## config.mk

```make
export PLATFORM = sky130hd
export DESIGN_NAME = barrel_shifter_with_carry
export DESIGN_NICKNAME = d
export VERILOG_FILES = /design/src/rtl/bsc_pkg.sv /design/src/rtl/barrel_shifter_with_carry.sv /design/src/rtl/bsc_decode.sv /design/src/rtl/bsc_rotate.sv /design/src/rtl/bsc_merge.sv
export SDC_FILE = /design/constraint.sdc
export NUM_CORES = 1
export LEC_CHECK = 0
export BUFFER_PORTS_ARGS = -buffer_cell sky130_fd_sc_hd__buf_2
export CAP_MARGIN = 20
export CELL_PAD_IN_SITES_DETAIL_PLACEMENT = 0
export CELL_PAD_IN_SITES_GLOBAL_PLACEMENT = 2
export CORE_UTILIZATION = 46
export DETAILED_ROUTE_END_ITERATION = 7
export GPL_TIMING_DRIVEN = 0
export PLACE_DENSITY_LB_ADDON = 0.15
export SLEW_MARGIN = 10
export SYNTH_ARGS = -nofsm -noshare
export SYNTH_HDL_FRONTEND = slang
export SYNTH_SLANG_ARGS = --single-unit
```

## constraint.sdc

```tcl
create_clock -name clock -period 10.1 [get_ports clock]
set_input_delay 2.02 -clock clock [delete_from_list [all_inputs] [get_ports clock]]
set_output_delay 2.02 -clock clock [all_outputs]
set_load 0.02 [all_outputs]
```

## src/rtl/bsc_pkg.sv

```systemverilog
// bsc_pkg: types, codes and pipeline stage records for the barrel shifter with carry
// used by every module of the block; depends on nothing
package bsc_pkg;

   localparam int unsigned DATA_W = 32;
   localparam int unsigned ROT_W  = 5;

   localparam logic [DATA_W-1:0] ALL_ONES = 32'hFFFF_FFFF;
   localparam logic [DATA_W-1:0] RRX_MASK = 32'h7FFF_FFFF;
   localparam logic [ROT_W-1:0]  TOP_BIT  = 5'd31;
   localparam logic [7:0]        AMT_32   = 8'd32;

   // shift kinds
   localparam logic [1:0] KIND_LSL = 2'd0;
   localparam logic [1:0] KIND_LSR = 2'd1;
   localparam logic [1:0] KIND_ASR = 2'd2;
   localparam logic [1:0] KIND_ROR = 2'd3;

   // what fills the bits the shift leaves empty
   localparam logic [1:0] FILL_ZERO  = 2'd0;
   localparam logic [1:0] FILL_SIGN  = 2'd1;
   localparam logic [1:0] FILL_CARRY = 2'd2;

   // where the carry-out comes from
   localparam logic [1:0] CSEL_CIN  = 2'd0;
   localparam logic [1:0] CSEL_BIT  = 2'd1;
   localparam logic [1:0] CSEL_ZERO = 2'd2;

   typedef struct packed {
      logic [DATA_W-1:0] operand;
      logic [1:0]        shift_kind;
      logic [7:0]        shift_amount;
      logic              amount_from_register;
      logic              carry_in;
   } req_type;

   typedef struct packed {
      logic [DATA_W-1:0] shifted;
      logic              shift_carry;
   } rsp_type;

   // after decode: every shift expressed as rotate right, mask and fill
   typedef struct packed {
      logic [DATA_W-1:0] operand;
      logic [ROT_W-1:0]  rot;
      logic [DATA_W-1:0] mask;
      logic [1:0]        fill_sel;
      logic [1:0]        carry_sel;
      logic [ROT_W-1:0]  carry_idx;
      logic              carry_in;
   } dec_type;

   // after the coarse rotate
   typedef struct packed {
      logic [DATA_W-1:0] value;
      logic [1:0]        rot_fine;
      logic [DATA_W-1:0] mask;
      logic [DATA_W-1:0] fill;
      logic              shift_carry;
   } rot_type;

endpackage

```

## src/rtl/barrel_shifter_with_carry.sv

```systemverilog
// barrel_shifter_with_carry: three-stage shifter pipeline with carry-out
// depends on bsc_pkg, bsc_decode, bsc_rotate and bsc_merge
//
// usage
//   req_valid/req_data carry one request: operand, shift kind (lsl, lsr, asr,
//   ror/rrx), 8-bit amount, amount-from-register flag and the current carry.
//   rsp_valid/rsp_data return the shifted value and the shifter carry-out,
//   exactly one response per request, in request order.
//   a transfer happens on a rising edge with valid high and stall low.
// stages: decode, coarse rotate, then fine rotate and merge, each registered;
//   the last stage register drives rsp_data.
// throughput: one request per cycle with no stall.
// stall: each stage loads when it is empty or the stage after it moves, so
//   bubbles are squeezed out; req_stall rises only when all three stages hold
//   a request and rsp_stall is high. nothing is dropped or repeated.
// reset: synchronous, clears the stage valid bits; no other state is kept.
module barrel_shifter_with_carry (
   input  logic             clock,
   input  logic             reset,
   input  logic             req_valid,
   output logic             req_stall,
   input  bsc_pkg::req_type req_data,
   output logic             rsp_valid,
   input  logic             rsp_stall,
   output bsc_pkg::rsp_type rsp_data
);

   logic             dec_valid;
   bsc_pkg::dec_type dec_data;
   logic             rot_valid;
   bsc_pkg::rot_type rot_data;

   logic load_dec;
   logic load_rot;
   logic load_mrg;

   assign load_mrg  = !rsp_valid || !rsp_stall;
   assign load_rot  = !rot_valid || load_mrg;
   assign load_dec  = !dec_valid || load_rot;
   assign req_stall = !load_dec;

   bsc_decode u_decode (
      .clock     (clock),
      .reset     (reset),
      .in_valid  (req_valid),
      .in_data   (req_data),
      .load      (load_dec),
      .out_valid (dec_valid),
      .out_data  (dec_data)
   );

   bsc_rotate u_rotate (
      .clock     (clock),
      .reset     (reset),
      .in_valid  (dec_valid),
      .in_data   (dec_data),
      .load      (load_rot),
      .out_valid (rot_valid),
      .out_data  (rot_data)
   );

   bsc_merge u_merge (
      .clock     (clock),
      .reset     (reset),
      .in_valid  (rot_valid),
      .in_data   (rot_data),
      .load      (load_mrg),
      .out_valid (rsp_valid),
      .out_data  (rsp_data)
   );

endmodule

```

## src/rtl/bsc_decode.sv

```systemverilog
// bsc_decode: first stage, turns kind and amount into rotate amount, mask, fill and carry source
// depends on bsc_pkg
module bsc_decode (
   input  logic             clock,
   input  logic             reset,
   input  logic             in_valid,
   input  bsc_pkg::req_type in_data,
   input  logic             load,
   output logic             out_valid,
   output bsc_pkg::dec_type out_data
);

   logic             valid_ff;
   bsc_pkg::dec_type data_ff;
   bsc_pkg::dec_type data_in;

   logic [7:0]                amt;
   logic [bsc_pkg::ROT_W-1:0] amt_lo;
   logic                      below_32;
   logic                      is_32;

   assign amt      = in_data.shift_amount;
   assign amt_lo   = amt[bsc_pkg::ROT_W-1:0];
   assign below_32 = (amt < bsc_pkg::AMT_32);
   assign is_32    = (amt == bsc_pkg::AMT_32);

   always_comb begin
      data_in           = '0;
      data_in.operand   = in_data.operand;
      data_in.carry_in  = in_data.carry_in;
      data_in.rot       = '0;
      data_in.mask      = bsc_pkg::ALL_ONES;
      data_in.fill_sel  = bsc_pkg::FILL_ZERO;
      data_in.carry_sel = bsc_pkg::CSEL_CIN;
      data_in.carry_idx = '0;
      if (amt == 8'd0) begin
         if (in_data.shift_kind != bsc_pkg::KIND_LSL && !in_data.amount_from_register) begin
            case (in_data.shift_kind)
               bsc_pkg::KIND_LSR: begin
                  data_in.mask      = '0;
                  data_in.carry_sel = bsc_pkg::CSEL_BIT;
                  data_in.carry_idx = bsc_pkg::TOP_BIT;
               end
               bsc_pkg::KIND_ASR: begin
                  data_in.mask      = '0;
                  data_in.fill_sel  = bsc_pkg::FILL_SIGN;
                  data_in.carry_sel = bsc_pkg::CSEL_BIT;
                  data_in.carry_idx = bsc_pkg::TOP_BIT;
               end
               default: begin
                  // rrx: rotate by one, old carry into the top bit
                  data_in.rot       = 5'd1;
                  data_in.mask      = bsc_pkg::RRX_MASK;
                  data_in.fill_sel  = bsc_pkg::FILL_CARRY;
                  data_in.carry_sel = bsc_pkg::CSEL_BIT;
                  data_in.carry_idx = 5'd0;
               end
            endcase
         end
      end else begin
         case (in_data.shift_kind)
            bsc_pkg::KIND_LSL: begin
               if (below_32) begin
                  // left shift is a right rotate by 32 - n with the low bits masked
                  data_in.rot       = 5'd0 - amt_lo;
                  data_in.mask      = bsc_pkg::ALL_ONES << amt_lo;
                  data_in.carry_sel = bsc_pkg::CSEL_BIT;
                  data_in.carry_idx = 5'd0 - amt_lo;
               end else begin
                  data_in.mask      = '0;
                  data_in.carry_sel = is_32 ? bsc_pkg::CSEL_BIT : bsc_pkg::CSEL_ZERO;
                  data_in.carry_idx = 5'd0;
               end
            end
            bsc_pkg::KIND_LSR, bsc_pkg::KIND_ASR: begin
               if (in_data.shift_kind == bsc_pkg::KIND_ASR) begin
                  data_in.fill_sel = bsc_pkg::FILL_SIGN;
               end
               if (below_32) begin
                  data_in.rot       = amt_lo;
                  data_in.mask      = bsc_pkg::ALL_ONES >> amt_lo;
                  data_in.carry_sel = bsc_pkg::CSEL_BIT;
                  data_in.carry_idx = amt_lo - 5'd1;
               end else begin
                  data_in.mask      = '0;
                  data_in.carry_idx = bsc_pkg::TOP_BIT;
                  if (is_32 || in_data.shift_kind == bsc_pkg::KIND_ASR) begin
                     data_in.carry_sel = bsc_pkg::CSEL_BIT;
                  end else begin
                     data_in.carry_sel = bsc_pkg::CSEL_ZERO;
                  end
               end
            end
            default: begin
               data_in.carry_sel = bsc_pkg::CSEL_BIT;
               if (amt_lo == 5'd0) begin
                  data_in.carry_idx = bsc_pkg::TOP_BIT;
               end else begin
                  data_in.rot       = amt_lo;
                  data_in.carry_idx = amt_lo - 5'd1;
               end
            end
         endcase
      end
   end

   always_ff @(posedge clock) begin
      if (reset) begin
         valid_ff <= 1'b0;
      end else if (load) begin
         valid_ff <= in_valid;
      end
   end

   always_ff @(posedge clock) begin
      if (load) begin
         data_ff <= data_in;
      end
   end

   assign out_valid = valid_ff;
   assign out_data  = data_ff;

endmodule

```

## src/rtl/bsc_rotate.sv

```systemverilog
// bsc_rotate: second stage, coarse rotate by multiples of four, fill pattern and carry pick
// depends on bsc_pkg
module bsc_rotate (
   input  logic             clock,
   input  logic             reset,
   input  logic             in_valid,
   input  bsc_pkg::dec_type in_data,
   input  logic             load,
   output logic             out_valid,
   output bsc_pkg::rot_type out_data
);

   logic             valid_ff;
   bsc_pkg::rot_type data_ff;
   bsc_pkg::rot_type data_in;

   logic [2*bsc_pkg::DATA_W-1:0] doubled;
   logic [2*bsc_pkg::DATA_W-1:0] rotated;
   logic [bsc_pkg::ROT_W-1:0]    coarse;

   assign doubled = {in_data.operand, in_data.operand};
   assign coarse  = {in_data.rot[bsc_pkg::ROT_W-1:2], 2'b00};
   assign rotated = doubled >> coarse;

   always_comb begin
      data_in          = '0;
      data_in.value    = rotated[bsc_pkg::DATA_W-1:0];
      data_in.rot_fine = in_data.rot[1:0];
      data_in.mask     = in_data.mask;
      case (in_data.fill_sel)
         bsc_pkg::FILL_SIGN:  data_in.fill = {bsc_pkg::DATA_W{in_data.operand[bsc_pkg::DATA_W-1]}};
         bsc_pkg::FILL_CARRY: data_in.fill = {bsc_pkg::DATA_W{in_data.carry_in}};
         default:             data_in.fill = '0;
      endcase
      case (in_data.carry_sel)
         bsc_pkg::CSEL_BIT:  data_in.shift_carry = in_data.operand[in_data.carry_idx];
         bsc_pkg::CSEL_ZERO: data_in.shift_carry = 1'b0;
         default:            data_in.shift_carry = in_data.carry_in;
      endcase
   end

   always_ff @(posedge clock) begin
      if (reset) begin
         valid_ff <= 1'b0;
      end else if (load) begin
         valid_ff <= in_valid;
      end
   end

   always_ff @(posedge clock) begin
      if (load) begin
         data_ff <= data_in;
      end
   end

   assign out_valid = valid_ff;
   assign out_data  = data_ff;

endmodule

```

## src/rtl/bsc_merge.sv

```systemverilog
// bsc_merge: last stage, fine rotate by 0 to 3 and merge with the fill under the mask
// depends on bsc_pkg; its register is the result register of the block
module bsc_merge (
   input  logic             clock,
   input  logic             reset,
   input  logic             in_valid,
   input  bsc_pkg::rot_type in_data,
   input  logic             load,
   output logic             out_valid,
   output bsc_pkg::rsp_type out_data
);

   logic             valid_ff;
   bsc_pkg::rsp_type data_ff;
   bsc_pkg::rsp_type data_in;

   logic [2*bsc_pkg::DATA_W-1:0] doubled;
   logic [2*bsc_pkg::DATA_W-1:0] rotated;
   logic [bsc_pkg::DATA_W-1:0]   fine;

   assign doubled = {in_data.value, in_data.value};
   assign rotated = doubled >> in_data.rot_fine;
   assign fine    = rotated[bsc_pkg::DATA_W-1:0];

   always_comb begin
      data_in.shifted     = (fine & in_data.mask) | (in_data.fill & ~in_data.mask);
      data_in.shift_carry = in_data.shift_carry;
   end

   always_ff @(posedge clock) begin
      if (reset) begin
         valid_ff <= 1'b0;
      end else if (load) begin
         valid_ff <= in_valid;
      end
   end

   always_ff @(posedge clock) begin
      if (load) begin
         data_ff <= data_in;
      end
   end

   assign out_valid = valid_ff;
   assign out_data  = data_ff;

endmodule
```

==> results of run 1 <==
critical path: cells and delay by family:
kind / cells / cell delay [ps]
buf+inv: 3 / 370
simple gates: 2 / 450
registers in the layout, indices dropped and copies added (netlist names):
signal and count:
u_rotate.out_data 68, u_decode.out_valid 1, u_merge.out_data 33, u_rotate.out_valid 1, u_decode.out_data 79, u_merge.out_valid 1
cells in the mapped netlist (4+ instances only):
master,number
a21o_1,5
buf_2,16
mux2i_1,26
buf_1,6
mux2_2,83
clkbuf_1,25
nor3_1,5
nand2_1,43
mux4_2,36
edfxtp_1,180
a31oi_1,8
a21oi_1,38
a22oi_1,18
and3_1,4
ha_1,12
nand3_1,6
o21ai_0,32
nor2_1,65
inv_1,15
cells by family (layout without fill, tap and decap cells):
family	Yosys count	after routing	share of synthesized area
xor+xnor	1	1	0.000943
fa+ha+maj	12	12	0.0162
mux	145	145	0.216
other cells	0	1	0
flops	183	183	0.588
simple gates	142	142	0.0672
buf+inv	65	180	0.0300
compound gates	123	123	0.0817
power breakdown:
part           total, mW  leakage (nW)  switching, mW  internal [mW]
Combinational      0.282          1.86          0.158          0.124
Clock              0.661         0.290          0.326          0.335
Sequential         0.946          2.05         0.0348          0.912
Total               1.89          4.20          0.519           1.37
cell type report:
type                    instances  area share
well taps                     265      0.0310
repair buffers                 83      0.0410
inverters                      15     0.00550
clock inverters                15      0.0169
clock buffers                  17      0.0398
plain buffers                  50      0.0208
multi-input cells             423       0.333
flip-flops and latches        183       0.512
diodes                          1    0.000234
path summary, 6_finish.rpt:
kind	from	endpoint	cells after the start
setup / recovery	rsp_stall	req_stall	5
hold / removal	u_decode.out_data[17]	u_rotate.out_data[40]	0
setup reg to reg	u_rotate.out_data[65]	u_merge.out_data[15]	6
hold reg to reg	u_decode.out_data[17]	u_rotate.out_data[40]	0
through the flow:
step                      std cells  power [mW]
final                          1052        1.89
after global routing           1051        1.96
after CTS                      1051        1.90
after detailed placement       1019        1.25
after global placement         1018        1.24
after floorplan                 671        1.14
metal layers:
layer,global-route usage,part of all wire,up-vias
li1,-,-,2802
met1,0.332,0.46,2971
met2,0.373,0.48,232
met3,0.0364,0.052,20
met4,0.0637,0.011,2
met5,0,0.00056,-
layout by cell type, fill, tap and decap left out, types with 12 or more instances in the layout:
cell,instances
buf_2,98
clkbuf_16,17
o21ai_0,32
clkbuf_1,25
edfxtp_1,180
a22oi_1,18
mux2i_1,26
mux4_2,36
ha_1,12
inv_1,14
nor2_1,65
a21oi_1,38
mux2_2,83
nand2_1,41
==> results.md, run 1 <==
- Fin util: 0.544
- Crit-path cells: buf_2 -> and3_1 -> nand2_4 -> inv_1 -> buf_2
- Worst-skew pair later-pin latency: 430 ps
- Worst Path Required: 8080 ps
- CP max stage cell: and3_1
- Clk pin slew, worst setup/hold paths: 80 ps
- H-tree depth: 4
- Number of flops mapped to enable cells by yosys: 180
- R2R setup slack: 7690 ps
- Final worst setup slack: 5230 ps
- Postcts setup bufs: 0
- Synth Instances: 671
- Top FF cell, synth: edfxtp_1
- Register area: 5470 µm²
- Routability cong.: 0.890
- Fill cells: 1730
- Rows: 51
- Die width: 144 µm
- Setup CP Type: input port to primary output
- Static Leakage: 4.20 nW
- All-Layer GR Usage: 0.234
- CP Launch Type: input port
- CP max FO: 11
- DRT Pass-1 Iters: 4
- Top area cells in the synthesized netlist: edfxtp_1 (58%), mux2_2 (10%), mux4_2 (8.7%)
- Post-DP Area: 10100 µm²
- Slew Viols, Final: 0
- Post-synthesis sequential area ratio: 0.588
- # IOs: 83
- CORE AREA: 19700 µm²
- Routed wire length: 23.0 mm
- CP dominant cell by count: buf_2
- Multi-input logic area: 3560 µm²
- Mean Syn Cell Area: 13.8 µm²
- CP Capture Type: primary output
- DP HPWL: 17.3 mm
- Largest net degree at the start of global routing: 71
- Vias in the first global route: 5808
- Initial core utilization: 0.473
- Wire length of the first global-routing pass: 34.7 mm
- Drt drc: 0
- Dpl ws: 5230 ps
- Post-layout min period: 4870 ps
- Power per cell area: 177 nW/µm²
- Total grt overflow: 0
- Net Count, Synth: 731
- WHS: 417 ps
- CTS sink count: 183
- Class of the worst hold path: flip-flop to flip-flop
- Antenna violations before repair: 2
- IO buf count: 82
- Routed vias: 6027
- Post-CTS resize count: 0
- Initial DRC count: 485
- Final antenna-violating net count: 0
- Slew @ Worst Pin: 960 ps
- Post-route cell area: 10700 µm²
- Net count reported at finish: 833
- Asr flop ratio synth: 0
- CTS root buffer: clkbuf_16
- Status: finished, final reports clean
- Clk buf depth: 2
- Fin crit share: 0.482
- Drt wl/cell: 21.9 µm
- Library cells used by synthesis: 49
- Worst slew margin: 0.360
- Die area: 20800 µm²
- Worst vdd rail ir drop: 123 µV
- Biggest area consumer among synthesized cells: edfxtp_1
- Critical Path AT: 2850 ps
- CTS tree: done
- Hold buffer count at CTS: 0
- Number of vias per cell: 5.73
- Syn-to-layout area delta: 15.0%
- Total CTS buffers: 17
- Final Hold Viols: 0
- Post-synthesis instance area: 9290 µm²
- Layout cells sized above 1: 0.332
- Critical path's largest stage delay: 280 ps
- Yosys warnings: 0
- #FFs+latches synth: 183
- Setup TNS: 0 ps
- Clk_skew: 13.3 ps
- Endpoints failing setup: 0
- RSZ-0062 raised after global routing: false
- Top cell type's share of synthesized area: 0.582
- Die span in y: 144 µm
- Max Cap Viol: 0
- Max Freq: 0.206 GHz
No activity file was read; power rests on OpenSTA's default activity.
==> run 2, diff against run 1 <==
--- a/config.mk
+++ b/config.mk
@@ -9,7 +9,7 @@
 export CAP_MARGIN = 20
 export CELL_PAD_IN_SITES_DETAIL_PLACEMENT = 0
 export CELL_PAD_IN_SITES_GLOBAL_PLACEMENT = 2
-export CORE_UTILIZATION = 46
+export CORE_UTILIZATION = 38
 export DETAILED_ROUTE_END_ITERATION = 7
 export GPL_TIMING_DRIVEN = 0
 export PLACE_DENSITY_LB_ADDON = 0.15
==> constraint.sdc (replaced) <==
create_clock -name clock -period 4.2 [get_ports clock]
set_input_delay 0.84 -clock clock [delete_from_list [all_inputs] [get_ports clock]]
set_output_delay 0.84 -clock clock [all_outputs]
set_load 0.02 [all_outputs]
==> results.md, run 2 (synthesis gave the netlist of run 1 again) <==
- Worst Hold Depth: 0
- Postcts setup bufs: 0
- CP Capture Type: flip-flop
- Status: finished, final reports clean
- Worst hold endpoint: u_rotate.out_data[40]
- Post-DP Area: 10200 µm²
- Final worst setup slack: 1050 ps
- Fin crit share: 0.751
- Multi-input logic area: 3560 µm²
- Power per cell area: 427 nW/µm²
- Max Freq: 0.317 GHz
- CORE AREA: 23800 µm²
- Critical Path AT: 3330 ps
- Total grt overflow: 0
- Fin util: 0.456
- Post-route cell area: 10800 µm²
- R2R setup slack: 1780 ps
- Slew Viols, Final: 0
- CP max stage cell: a21oi_1
- Most common cell after layout, fill and taps aside: edfxtp_1
- Die width: 158 µm
- Crit-path cells: buf_2 -> clkbuf_1 -> inv_1 -> ha_1 -> nor4b_1 -> a21oi_1 -> nand2_1 -> a22oi_1 -> nor2_1
- Wire length of the first global-routing pass: 35.7 mm
- Initial DRC count: 409
- Post-CTS resize count: 0
- DRT Pass-1 Iters: 5
- Total CTS buffers: 17
- CP top delay family: compound AO/OA/AOI/OAI gates
- # IOs: 83
- Commonest non-fill, non-tap cells in the layout: edfxtp_1 (180), buf_2 (98), mux2_2 (83)
- Final Hold Viols: 0
- Reg2reg end: u_merge.out_data[11]
- WHS: 422 ps
- Initial core utilization: 0.391
- Hold path start: u_decode.out_data[17]
- Number of vias per cell: 5.43
- Pwr Total: 4.62 mW
- Die span in y: 158 µm
- Hold buffer count at CTS: 0
- Final antenna-violating net count: 0
- Class of the worst hold path: flip-flop to flip-flop
- Critical path's largest stage delay: 850 ps
- Dpl ws: 654 ps
- RSZ-0062 raised after global routing: false
- H-tree depth: 4
- Antenna violations before repair: 0
- CP Launch Type: input port
- Die area: 25100 µm²
- Clk pin slew, worst setup/hold paths: 70 ps
- Fill cells: 2131
- DP HPWL: 17.8 mm
- Slew @ Worst Pin: 1050 ps
- Max Cap Viol: 0
- Routed wire length: 23.3 mm
- Net count reported at finish: 835
- Setup CP Type: input port to flip-flop
- Number of buffer and inverter stages on the critical path: 3
- Worst vdd rail ir drop: 239 µV
- Register area: 5470 µm²
- Routability cong.: 0.877
- Static Leakage: 4.24 nW
- Worst-skew pair later-pin latency: 430 ps
- Largest net degree at the start of global routing: 69
- Diode count: 0
- CTS tree: done
- Drt wl/cell: 21.1 µm
- All-Layer GR Usage: 0.195
- Max FFs per register: 79
- CTS sink count: 183
- Worst r2r path cells: 6
- CP max FO: 10
- Layout cells sized above 1: 0.334
- Worst slew margin: 0.303
- Endpoints failing setup: 0
- Vias in the first global route: 6044
- Rows: 56
- Post-layout min period: 3150 ps
- CTS root buffer: clkbuf_16
- Routed vias: 6007
- IO buf count: 82
- Clk_skew: 16.6 ps
- Worst R2R Start: u_rotate.out_data[65]
- Drt drc: 0
- Syn-to-layout area delta: 16.4%
- Worst Path Required: 4370 ps
- Clk buf depth: 2
run 2: routing by layer:
layer,GRT usage,wire length [µm]
met4,0.0623,334
met1,0.275,11100
met2,0.313,11000
met5,0,0
met3,0.0248,842
run 2: report_power, final:
part | switching, mW | internal [mW] | leakage, nW | total, mW
Combinational | 0.385 | 0.299 | 1.89 | 0.684
Sequential | 0.0836 | 2.19 | 2.05 | 2.28
Clock | 0.749 | 0.915 | 0.304 | 1.66
run 2: worst max path at each step:
stage | startpoint | to | slack (ps) | cells after the start
after floorplan | rsp_stall | req_stall | 190 | 3
after global placement | rsp_stall | req_stall | -420 | 5
after detailed placement | req_data[3] | u_decode.out_data[46] | 650 | 8
after CTS | req_data[3] | u_decode.out_data[46] | 1100 | 8
after global routing | req_data[3] | u_decode.out_data[46] | 800 | 8
final | req_data[3] | u_decode.out_data[39] | 1050 | 9
run 2: stage by stage:
stage	std cells	setup TNS, ps
after floorplan	671	0
after global placement	1072	-421
after global routing	1107	0
final	1107	0
after detailed placement	1075	0
after CTS	1107	0
run 2: cell type report:
class,instances,area share
Sequential cell,183,0.505
Clock inverter,15,0.0190
Buffer,50,0.0206
Timing Repair Buffer,85,0.0449
Multi-Input combinational cell,423,0.329
Clock buffer,17,0.0393
Inverter,15,0.00543
Tap cell,319,0.0369
